File: config.mk
export PLATFORM = sky130hd
export DESIGN_NAME = button_press_classifier
export DESIGN_NICKNAME = d
export VERILOG_FILES = /design/src/hdl/bpc_pkg.sv /design/src/hdl/button_press_classifier.sv /design/src/hdl/bpc_core.sv
export SDC_FILE = /design/constraint.sdc
export NUM_CORES = 1
export LEC_CHECK = 0
export BUFFER_PORTS_ARGS = -buffer_cell sky130_fd_sc_hd__buf_2
export CAP_MARGIN = 20
export CORE_UTILIZATION = 58
export DETAILED_ROUTE_END_ITERATION = 8
export PLACE_DENSITY_LB_ADDON = 0.12
export SKIP_CTS_REPAIR_TIMING = 1
export SKIP_LAST_GASP = 1
export SLEW_MARGIN = 20
export SYNTH_ARGS = -nofsm -noshare
export SYNTH_HDL_FRONTEND = slang
export SYNTH_SLANG_ARGS = --single-unit
export TNS_END_PERCENT = 20
File: constraint.sdc
create_clock -name clk -period 5.5 [get_ports clk]
set_input_delay 0.55 -clock clk [delete_from_list [all_inputs] [get_ports clk]]
set_output_delay 0.55 -clock clk [all_outputs]
set_load 0.01 [all_outputs]
File: src/hdl/bpc_pkg.sv
// shared types, codes and reset values for the button press classifier
package bpc_pkg;

	localparam int unsigned HOLD_TIMER_BITS_DEF = 20;
	localparam int unsigned CFG_DATA_W = 20;
	localparam int unsigned CFG_INDEX_W = 3;

	// register indexes
	localparam logic [CFG_INDEX_W-1:0] REG_IDLE_PERIOD = 3'd0;
	localparam logic [CFG_INDEX_W-1:0] REG_DEB_PERIOD = 3'd1;
	localparam logic [CFG_INDEX_W-1:0] REG_DEB_THRESHOLD = 3'd2;
	localparam logic [CFG_INDEX_W-1:0] REG_FIRST_HOLD = 3'd3;
	localparam logic [CFG_INDEX_W-1:0] REG_SECOND_HOLD = 3'd4;

	// register reset values
	localparam logic [15:0] IDLE_PERIOD_RST = 16'd50;
	localparam logic [15:0] DEB_PERIOD_RST = 16'd5;
	localparam logic [7:0] DEB_THRESHOLD_RST = 8'd4;
	localparam logic [19:0] FIRST_HOLD_RST = 20'd3000;
	localparam logic [19:0] SECOND_HOLD_RST = 20'd3000;

	typedef enum logic [1:0] {
		EVT_NONE = 2'd0,
		EVT_SHORT = 2'd1,
		EVT_LONG = 2'd2
	} press_event_t;

	typedef enum logic [2:0] {
		LED_NONE = 3'd0,
		LED_ON = 3'd1,
		LED_OFF = 3'd2,
		LED_SLOW = 3'd3,
		LED_PAIR = 3'd4
	} led_cmd_t;

	typedef enum logic [3:0] {
		PH_IDLE = 4'b0001,
		PH_DEBOUNCE = 4'b0010,
		PH_PRESSED = 4'b0100,
		PH_HELD = 4'b1000
	} phase_t;

	typedef struct packed {
		logic [15:0] idle_sample_period;
		logic [15:0] debounce_sample_period;
		logic [7:0] debounce_threshold;
		logic [19:0] first_hold_ticks;
		logic [19:0] second_hold_ticks;
	} cfg_t;

	typedef struct packed {
		logic debounced_pressed;
		led_cmd_t led_command;
		press_event_t press_event;
	} result_t;

endpackage

File: src/hdl/button_press_classifier.sv
// top level: debounced button classifier with stream ports and register port
//
// Each input beat is one millisecond tick; s_axis_tdata[0] is the button level
// (1 pressed). Every input beat yields exactly one output beat carrying the
// press event, an LED command and the debounced level.
// The tick is captured in an input stage, then the phase machine, debounce
// counter and timers update and the result lands in an output register. One
// beat per cycle is sustained while the receiver keeps m_axis_tready high.
// When the receiver stalls, the output register holds its beat and the input
// stage holds one more; s_axis_tready drops only when both are full.
// Registers are written through cfg_valid/cfg_ready/cfg_index/cfg_data; the
// user must write them only while no beat is in flight; the block does not enforce it.
// cfg_ready is always high. Index 0 idle sample period, 1 debounce sample period,
// 2 debounce threshold, 3 first hold ticks, 4 second hold ticks; other indexes are ignored.
// Reset (arst_n low) returns the phase to idle, clears counter and timers,
// empties both stages and loads the register defaults (50, 5, 4, 3000, 3000).
module button_press_classifier #(
	parameter int unsigned HOLD_TIMER_BITS = bpc_pkg::HOLD_TIMER_BITS_DEF
) (
	input logic clk,
	input logic arst_n,
	input logic s_axis_tvalid,
	output logic s_axis_tready,
	input logic [7:0] s_axis_tdata, // [0] button_pressed, rest zero
	output logic m_axis_tvalid,
	input logic m_axis_tready,
	output logic [7:0] m_axis_tdata, // [1:0] press_event, [4:2] led_command, [5] debounced_pressed
	input logic cfg_valid,
	output logic cfg_ready,
	input logic [bpc_pkg::CFG_INDEX_W-1:0] cfg_index,
	input logic [bpc_pkg::CFG_DATA_W-1:0] cfg_data
);

	bpc_pkg::cfg_t cfg_q;
	logic valid_s1;
	logic pressed_s1;
	logic out_valid_q;
	bpc_pkg::result_t out_q;
	bpc_pkg::result_t result;
	logic advance;

	assign cfg_ready = 1'b1;
	assign advance = valid_s1 && (!out_valid_q || m_axis_tready);
	assign s_axis_tready = !valid_s1 || advance;

	always_ff @(posedge clk or negedge arst_n) begin
		if (!arst_n) begin
			cfg_q.idle_sample_period <= bpc_pkg::IDLE_PERIOD_RST;
			cfg_q.debounce_sample_period <= bpc_pkg::DEB_PERIOD_RST;
			cfg_q.debounce_threshold <= bpc_pkg::DEB_THRESHOLD_RST;
			cfg_q.first_hold_ticks <= bpc_pkg::FIRST_HOLD_RST;
			cfg_q.second_hold_ticks <= bpc_pkg::SECOND_HOLD_RST;
		end else if (cfg_valid) begin
			case (cfg_index)
				bpc_pkg::REG_IDLE_PERIOD: cfg_q.idle_sample_period <= cfg_data[15:0];
				bpc_pkg::REG_DEB_PERIOD: cfg_q.debounce_sample_period <= cfg_data[15:0];
				bpc_pkg::REG_DEB_THRESHOLD: cfg_q.debounce_threshold <= cfg_data[7:0];
				bpc_pkg::REG_FIRST_HOLD: cfg_q.first_hold_ticks <= cfg_data[19:0];
				bpc_pkg::REG_SECOND_HOLD: cfg_q.second_hold_ticks <= cfg_data[19:0];
				default: ;
			endcase
		end
	end

	always_ff @(posedge clk or negedge arst_n) begin
		if (!arst_n) begin
			valid_s1 <= 1'b0;
			out_valid_q <= 1'b0;
		end else begin
			if (s_axis_tvalid && s_axis_tready) begin
				valid_s1 <= 1'b1;
			end else if (advance) begin
				valid_s1 <= 1'b0;
			end
			if (advance) begin
				out_valid_q <= 1'b1;
			end else if (m_axis_tready) begin
				out_valid_q <= 1'b0;
			end
		end
	end

	always_ff @(posedge clk) begin
		if (s_axis_tvalid && s_axis_tready) begin
			pressed_s1 <= s_axis_tdata[0];
		end
		if (advance) begin
			out_q <= result;
		end
	end

	bpc_core #(
		.HOLD_TIMER_BITS(HOLD_TIMER_BITS)
	) u_core (
		.clk(clk),
		.arst_n(arst_n),
		.tick(advance),
		.pressed(pressed_s1),
		.cfg(cfg_q),
		.result(result)
	);

	assign m_axis_tvalid = out_valid_q;
	assign m_axis_tdata = {2'b00, out_q};

	// a held input beat must never be overwritten while the output is stalled
	a_no_overrun: assert property (@(posedge clk) disable iff (!arst_n)
		(valid_s1 && out_valid_q && !m_axis_tready) |-> !s_axis_tready)
		else $error("input stage accepted while full");

	a_out_fill: assert property (@(posedge clk) disable iff (!arst_n)
		advance |=> m_axis_tvalid)
		else $error("processed tick lost before output");

	a_pad_zero: assert property (@(posedge clk) disable iff (!arst_n)
		m_axis_tvalid |-> (m_axis_tdata[7:6] == 2'b00))
		else $error("output padding not zero");

endmodule

File: src/hdl/bpc_core.sv
// phase machine, debounce counter, sample and hold timers for one tick per beat
module bpc_core #(
	parameter int unsigned HOLD_TIMER_BITS = bpc_pkg::HOLD_TIMER_BITS_DEF
) (
	input logic clk,
	input logic arst_n,
	input logic tick,
	input logic pressed,
	input bpc_pkg::cfg_t cfg,
	output bpc_pkg::result_t result
);

	localparam int unsigned CMP_W = (HOLD_TIMER_BITS > 20) ? HOLD_TIMER_BITS : 20;
	localparam logic [HOLD_TIMER_BITS-1:0] HOLD_MAX = '1;

	bpc_pkg::phase_t phase_q, phase_d;
	logic [7:0] cnt_q, cnt_d;
	logic [15:0] sample_q, sample_d;
	logic [HOLD_TIMER_BITS-1:0] hold_q, hold_d;

	logic [15:0] elapsed;
	logic [15:0] period;
	logic [CMP_W-1:0] hold_ext;
	logic first_hit;
	logic second_hit;
	logic [7:0] cnt_dec;
	logic [7:0] cnt_capped;
	logic [7:0] cnt_sat;

	always_comb begin
		elapsed = (sample_q == 16'hFFFF) ? sample_q : sample_q + 16'd1;
		period = (phase_q == bpc_pkg::PH_IDLE) ? cfg.idle_sample_period
			: cfg.debounce_sample_period;
		cnt_dec = (cnt_q != 8'd0) ? cnt_q - 8'd1 : cnt_q;
		cnt_sat = (cnt_q != 8'hFF) ? cnt_q + 8'd1 : cnt_q;
		cnt_capped = (cnt_q < cfg.debounce_threshold && cnt_q != 8'hFF) ? cnt_q + 8'd1 : cnt_q;

		phase_d = phase_q;
		cnt_d = cnt_q;
		result.press_event = bpc_pkg::EVT_NONE;
		result.led_command = bpc_pkg::LED_NONE;

		// hold timer runs only once the press is confirmed
		if (phase_q == bpc_pkg::PH_PRESSED || phase_q == bpc_pkg::PH_HELD) begin
			hold_d = (hold_q != HOLD_MAX) ? hold_q + HOLD_TIMER_BITS'(1) : hold_q;
		end else begin
			hold_d = '0;
		end
		hold_ext = CMP_W'(hold_d);
		first_hit = hold_ext >= CMP_W'(cfg.first_hold_ticks);
		second_hit = hold_ext >= CMP_W'(cfg.second_hold_ticks);

		if (elapsed < period) begin
			sample_d = elapsed;
		end else begin
			sample_d = '0;
			case (phase_q)
				bpc_pkg::PH_IDLE: begin
					if (pressed) begin
						cnt_d = 8'd1;
						phase_d = bpc_pkg::PH_DEBOUNCE;
						result.led_command = bpc_pkg::LED_ON;
					end
				end
				bpc_pkg::PH_DEBOUNCE: begin
					if (pressed) begin
						if (cfg.debounce_threshold <= cnt_q) begin
							phase_d = bpc_pkg::PH_PRESSED;
							hold_d = '0;
							result.led_command = bpc_pkg::LED_ON;
						end
						cnt_d = cnt_sat;
					end else if (cnt_q == 8'd0) begin
						phase_d = bpc_pkg::PH_IDLE;
						result.led_command = bpc_pkg::LED_OFF;
					end else begin
						cnt_d = cnt_dec;
					end
				end
				bpc_pkg::PH_PRESSED: begin
					if (pressed) begin
						cnt_d = cnt_capped;
						if (first_hit) begin
							phase_d = bpc_pkg::PH_HELD;
							hold_d = '0;
							result.led_command = bpc_pkg::LED_SLOW;
						end
					end else begin
						cnt_d = cnt_dec;
						if (cnt_dec == 8'd0) begin
							phase_d = bpc_pkg::PH_IDLE;
							hold_d = '0;
							result.press_event = bpc_pkg::EVT_SHORT;
							result.led_command = bpc_pkg::LED_OFF;
						end
					end
				end
				default: begin
					if (pressed) begin
						cnt_d = cnt_capped;
						if (second_hit) begin
							result.led_command = bpc_pkg::LED_ON;
						end
					end else if (cnt_q == 8'd0) begin
						phase_d = bpc_pkg::PH_IDLE;
						hold_d = '0;
						result.press_event = bpc_pkg::EVT_LONG;
						result.led_command = bpc_pkg::LED_PAIR;
					end else begin
						cnt_d = cnt_dec;
					end
				end
			endcase
		end

		result.debounced_pressed = (phase_d == bpc_pkg::PH_PRESSED)
			|| (phase_d == bpc_pkg::PH_HELD);
	end

	always_ff @(posedge clk or negedge arst_n) begin
		if (!arst_n) begin
			phase_q <= bpc_pkg::PH_IDLE;
			cnt_q <= '0;
			sample_q <= '0;
			hold_q <= '0;
		end else if (tick) begin
			phase_q <= phase_d;
			cnt_q <= cnt_d;
			sample_q <= sample_d;
			hold_q <= hold_d;
		end
	end

	// idle always leaves the counter and hold timer cleared
	a_idle_clear: assert property (@(posedge clk) disable iff (!arst_n)
		(phase_q == bpc_pkg::PH_IDLE) |-> (cnt_q == 8'd0 && hold_q == '0))
		else $error("idle phase with live counter or hold timer");

	a_hold_gated: assert property (@(posedge clk) disable iff (!arst_n)
		(phase_q == bpc_pkg::PH_DEBOUNCE) |-> (hold_q == '0))
		else $error("hold timer running before press confirmed");

	a_event_release: assert property (@(posedge clk) disable iff (!arst_n)
		(tick && result.press_event != bpc_pkg::EVT_NONE) |=> (phase_q == bpc_pkg::PH_IDLE))
		else $error("press event without return to idle");

	a_long_pair: assert property (@(posedge clk) disable iff (!arst_n)
		(tick && result.press_event == bpc_pkg::EVT_LONG)
		|-> (result.led_command == bpc_pkg::LED_PAIR && !result.debounced_pressed))
		else $error("long press without pairing flash");

endmodule
==> results.yml <==
status:
  outcome: "complete, no violations"
final_layout:
  drive_gt1_share_pct: 19.72
  nets: 1034
  area_growth_pct: 11.22
  antenna_cells: 0
  final_cell_mix: "109 x dfrtp_1, 97 x nand2_1, 68 x ha_1"
  final_cells: 1127
  final_common_cell: "dfrtp_1"
  final_util_pct: 66.24
die:
  fp.dieArea_sq_mm: 0.01547
  core_sq_mm: 0.01459
  ios: 47
  die_width_um: 124.4
  die_y_um: 124.4
  row_count: 44
  start_util_pct: 59.55
logic_synthesis:
  syn_area_per_cell_sq_um: 9.643
  synthesis.area_sq_mm: 0.008688
  netlist_instances: 901
  ys_dominant_reg_cell: "dfrtp_1"
  synth-edff-count: 7
  ys_warn_count: 0
  synth-seq-area-share_pct: 40.16
  ys_ff_latch: 137
  async_flop_share_pct: 94.89
  yosysUniqueCellTypes: 80
worst_setup_path:
  critPathMaxFanout: 13
  arrival_ns: 5.18
  r2r-end: "u_core.hold_q[19]$_DFFE_PN0P_"
  worstPathRequired_ns: 5.86
  reg2regPathDepth: 16
  crit_type: "flip-flop to flip-flop"
  critPathLaunchType: "flip-flop"
  reg2reg_setup_slack_ns: 0.68
  r2r-start: "u_core.hold_q[11]$_DFFE_PN0P_"
  end_kind: "flip-flop"
power:
  p_clk_share_pct: 34.8
  power_density_mw_per_mm2: 376.7
  switching_share_pct: 32.70
  seq_power_share_pct: 37.1
  internal_power_uw: 2450
  ir_drop_v: 0.0002261
  cellLeakagePower_uw: 0.004325
  power_switching_uw: 1190
  power.combinational.fraction_pct: 28.1
sta:
  max_freq_ghz: 0.2075
  whs_ns: 0.2501
  setup_viol: 0
  slew_headroom_pct: 32.70
  period_share_pct: 87.63
  worstMarginPinSlew_ns: 1.006
  tns_ns: 0
  rsz0062_at_grt: "false"
  drv_slew: 0
  period_minus_slack_ns: 4.820
  final_hold_viol_count: 0
  finClkSkew_ns: 0.01124
drt:
  drt_iter0_markers: 568
  drt_first_pass_iters: 5
  drt_wl_total_um: 20520
  ant_nets: 0
  viasPerCell: 6.159
  wl_per_cell_um: 18.21
  vias: 6941
  drc: 0
clocking:
  cts_buffers: 17
  clockBufferDepth: 2
  cts_num_sinks: 137
  cts_root_buf: "clkbuf_16"
  clkLatencyLatePin_ns: 0.42
  h-tree-depth: 4
  tritoncts: "done"
  clkTransAtPathRegs_ns: 0.06
global_routing:
  grt_remaining_overflow: 0
  grt_pass1_vias: 7003
  antenna_found_initial: 0
  grt_max_degree: 69
  grtUsageTotal_pct: 27.93
  grt_pass1_wl_um: 34400
placement:
  dp.cells: 1095
  finalWeightedCongestion: 0.8708
  hpwl_um: 14510
  port_buffers: 36
min_path:
  hp-class: "input port to async pin"
job:
  cap_violations: 0
critical path, stage by stage, from the launching register on:
cell       delay (ns)
dfrtp_1          0.44
and4_1           0.28
nand4_1          0.25
nor4_1           0.66
xnor2_1          0.19
nand2b_1         0.14
ha_1             0.30
nand2b_1         0.14
a2111oi_0        0.42
o21ai_0          0.25
a221oi_1         0.32
nor4_1           0.11
buf_4            0.17
o31ai_2          0.29
a31oi_4          0.24
nor2_4           0.34
a22o_1           0.19
how the worst max path moves through the flow:
| stage | endpoint | from | slack (ns) |
|---|---|---|---|
| floorplan | m_axis_tdata[5]$_DFFE_PP_ | u_core.phase_q[0]$_DFFE_PN1P_ | 1.44 |
| global placement | u_core.hold_q[19]$_DFFE_PN0P_ | u_core.hold_q[10]$_DFFE_PN0P_ | 0.78 |
| global route | u_core.hold_q[18]$_DFFE_PN0P_ | u_core.hold_q[11]$_DFFE_PN0P_ | 0.20 |
| detailed placement | u_core.hold_q[19]$_DFFE_PN0P_ | u_core.hold_q[10]$_DFFE_PN0P_ | 0.77 |
| CTS | u_core.hold_q[9]$_DFFE_PN0P_ | u_core.hold_q[11]$_DFFE_PN0P_ | 0.74 |
| finish | u_core.hold_q[19]$_DFFE_PN0P_ | u_core.hold_q[11]$_DFFE_PN0P_ | 0.68 |
per-stage QoR:
stage	power, uW	setup slack [ns]	area [sq um]
floorplan	2100	1.442	8692
CTS	3652	0.7380	9663
detailed placement	2375	0.7700	9007
finish	3640	0.6803	9663
global route	3845	0.1961	9663
global placement	2311	0.7768	9007
power groups by stage:
stage / Sequential (uW) / Clock, uW / Combinational [uW]
floorplan: 1310 / 0 / 786
global route: 1380 / 1320 / 1140
detailed placement: 1360 / 0 / 1010
CTS: 1350 / 1280 / 1020
global placement: 1350 / 0 / 960
finish: 1350 / 1270 / 1020
per-layer routing:
| layer | global-route usage (%) | share of wire, % | vias up |
|---|---|---|---|
| met5 | 0 | 0 | - |
| met4 | 11.34 | 1.7 | 0 |
| met3 | 4.897 | 3.9 | 26 |
| met2 | 45.43 | 48 | 154 |
| met1 | 36.89 | 46 | 3468 |
| li1 | - | - | 3293 |
cell families (layout without fill, tap and decap cells):
| kind of cell | Yosys count | in the layout | share of synthesized area (%) |
|---|---|---|---|
| buffers and inverters | 97 | 138 | 4.824 |
| AOI/OAI and AO/OA | 217 | 217 | 16.65 |
| muxes | 76 | 76 | 9.562 |
| adders and majority gates | 68 | 68 | 9.793 |
| and+or+nand+nor | 274 | 274 | 15.90 |
| xor gates and xnor gates | 30 | 30 | 3.024 |
| DFF | 137 | 137 | 40.16 |
| other | 2 | 3 | 0.08644 |
final cells by class:
type                            instances  area, sq um
Clock buffer                           20        467.9
Clock inverter                         12        187.7
Fill cell                            1169         4926
Inverter                               57        214.0
Multi-Input combinational cell        668         4793
Sequential cell                       137         3490
Tap cell                              184        230.2
Timing Repair Buffer                   49        280.3
Yosys cell counts (5+ instances only):
cell	count	area, sq um
and4_1	5	43.79
edfxtp_1	7	210.2
and3_1	15	93.84
nand4_1	12	75.07
xor2_1	16	140.1
xnor2_1	14	122.6
or3_1	6	37.54
a21o_1	14	105.1
a22o_1	17	148.9
mux2i_1	20	200.2
a21oi_1	58	290.3
nand3_1	27	135.1
dfrtp_1	109	2728
mux2_2	56	630.6
and2_1	6	37.54
or2_2	5	31.28
o31ai_1	7	52.55
ha_1	68	850.8
nand2_1	97	364.1
inv_1	55	206.5
dfstp_2	21	551.8
nand2b_1	11	68.82
a211oi_1	9	67.56
o21ai_0	65	325.3
clkbuf_1	27	101.4
nor3_1	11	55.05
nor2_1	52	195.2
buf_4	6	45.04
state kept, by name, indices dropped and copies added, names as in the netlist:
register	flops
cfg_q	80
u_core.hold_q	20
u_core.sample_q	16
u_core.cnt_q	8
m_axis_tdata	6
u_core.phase_q	4
m_axis_tvalid	1
pressed_s1	1
valid_s1	1
Note: power is estimated with default switching activity, not from simulation.
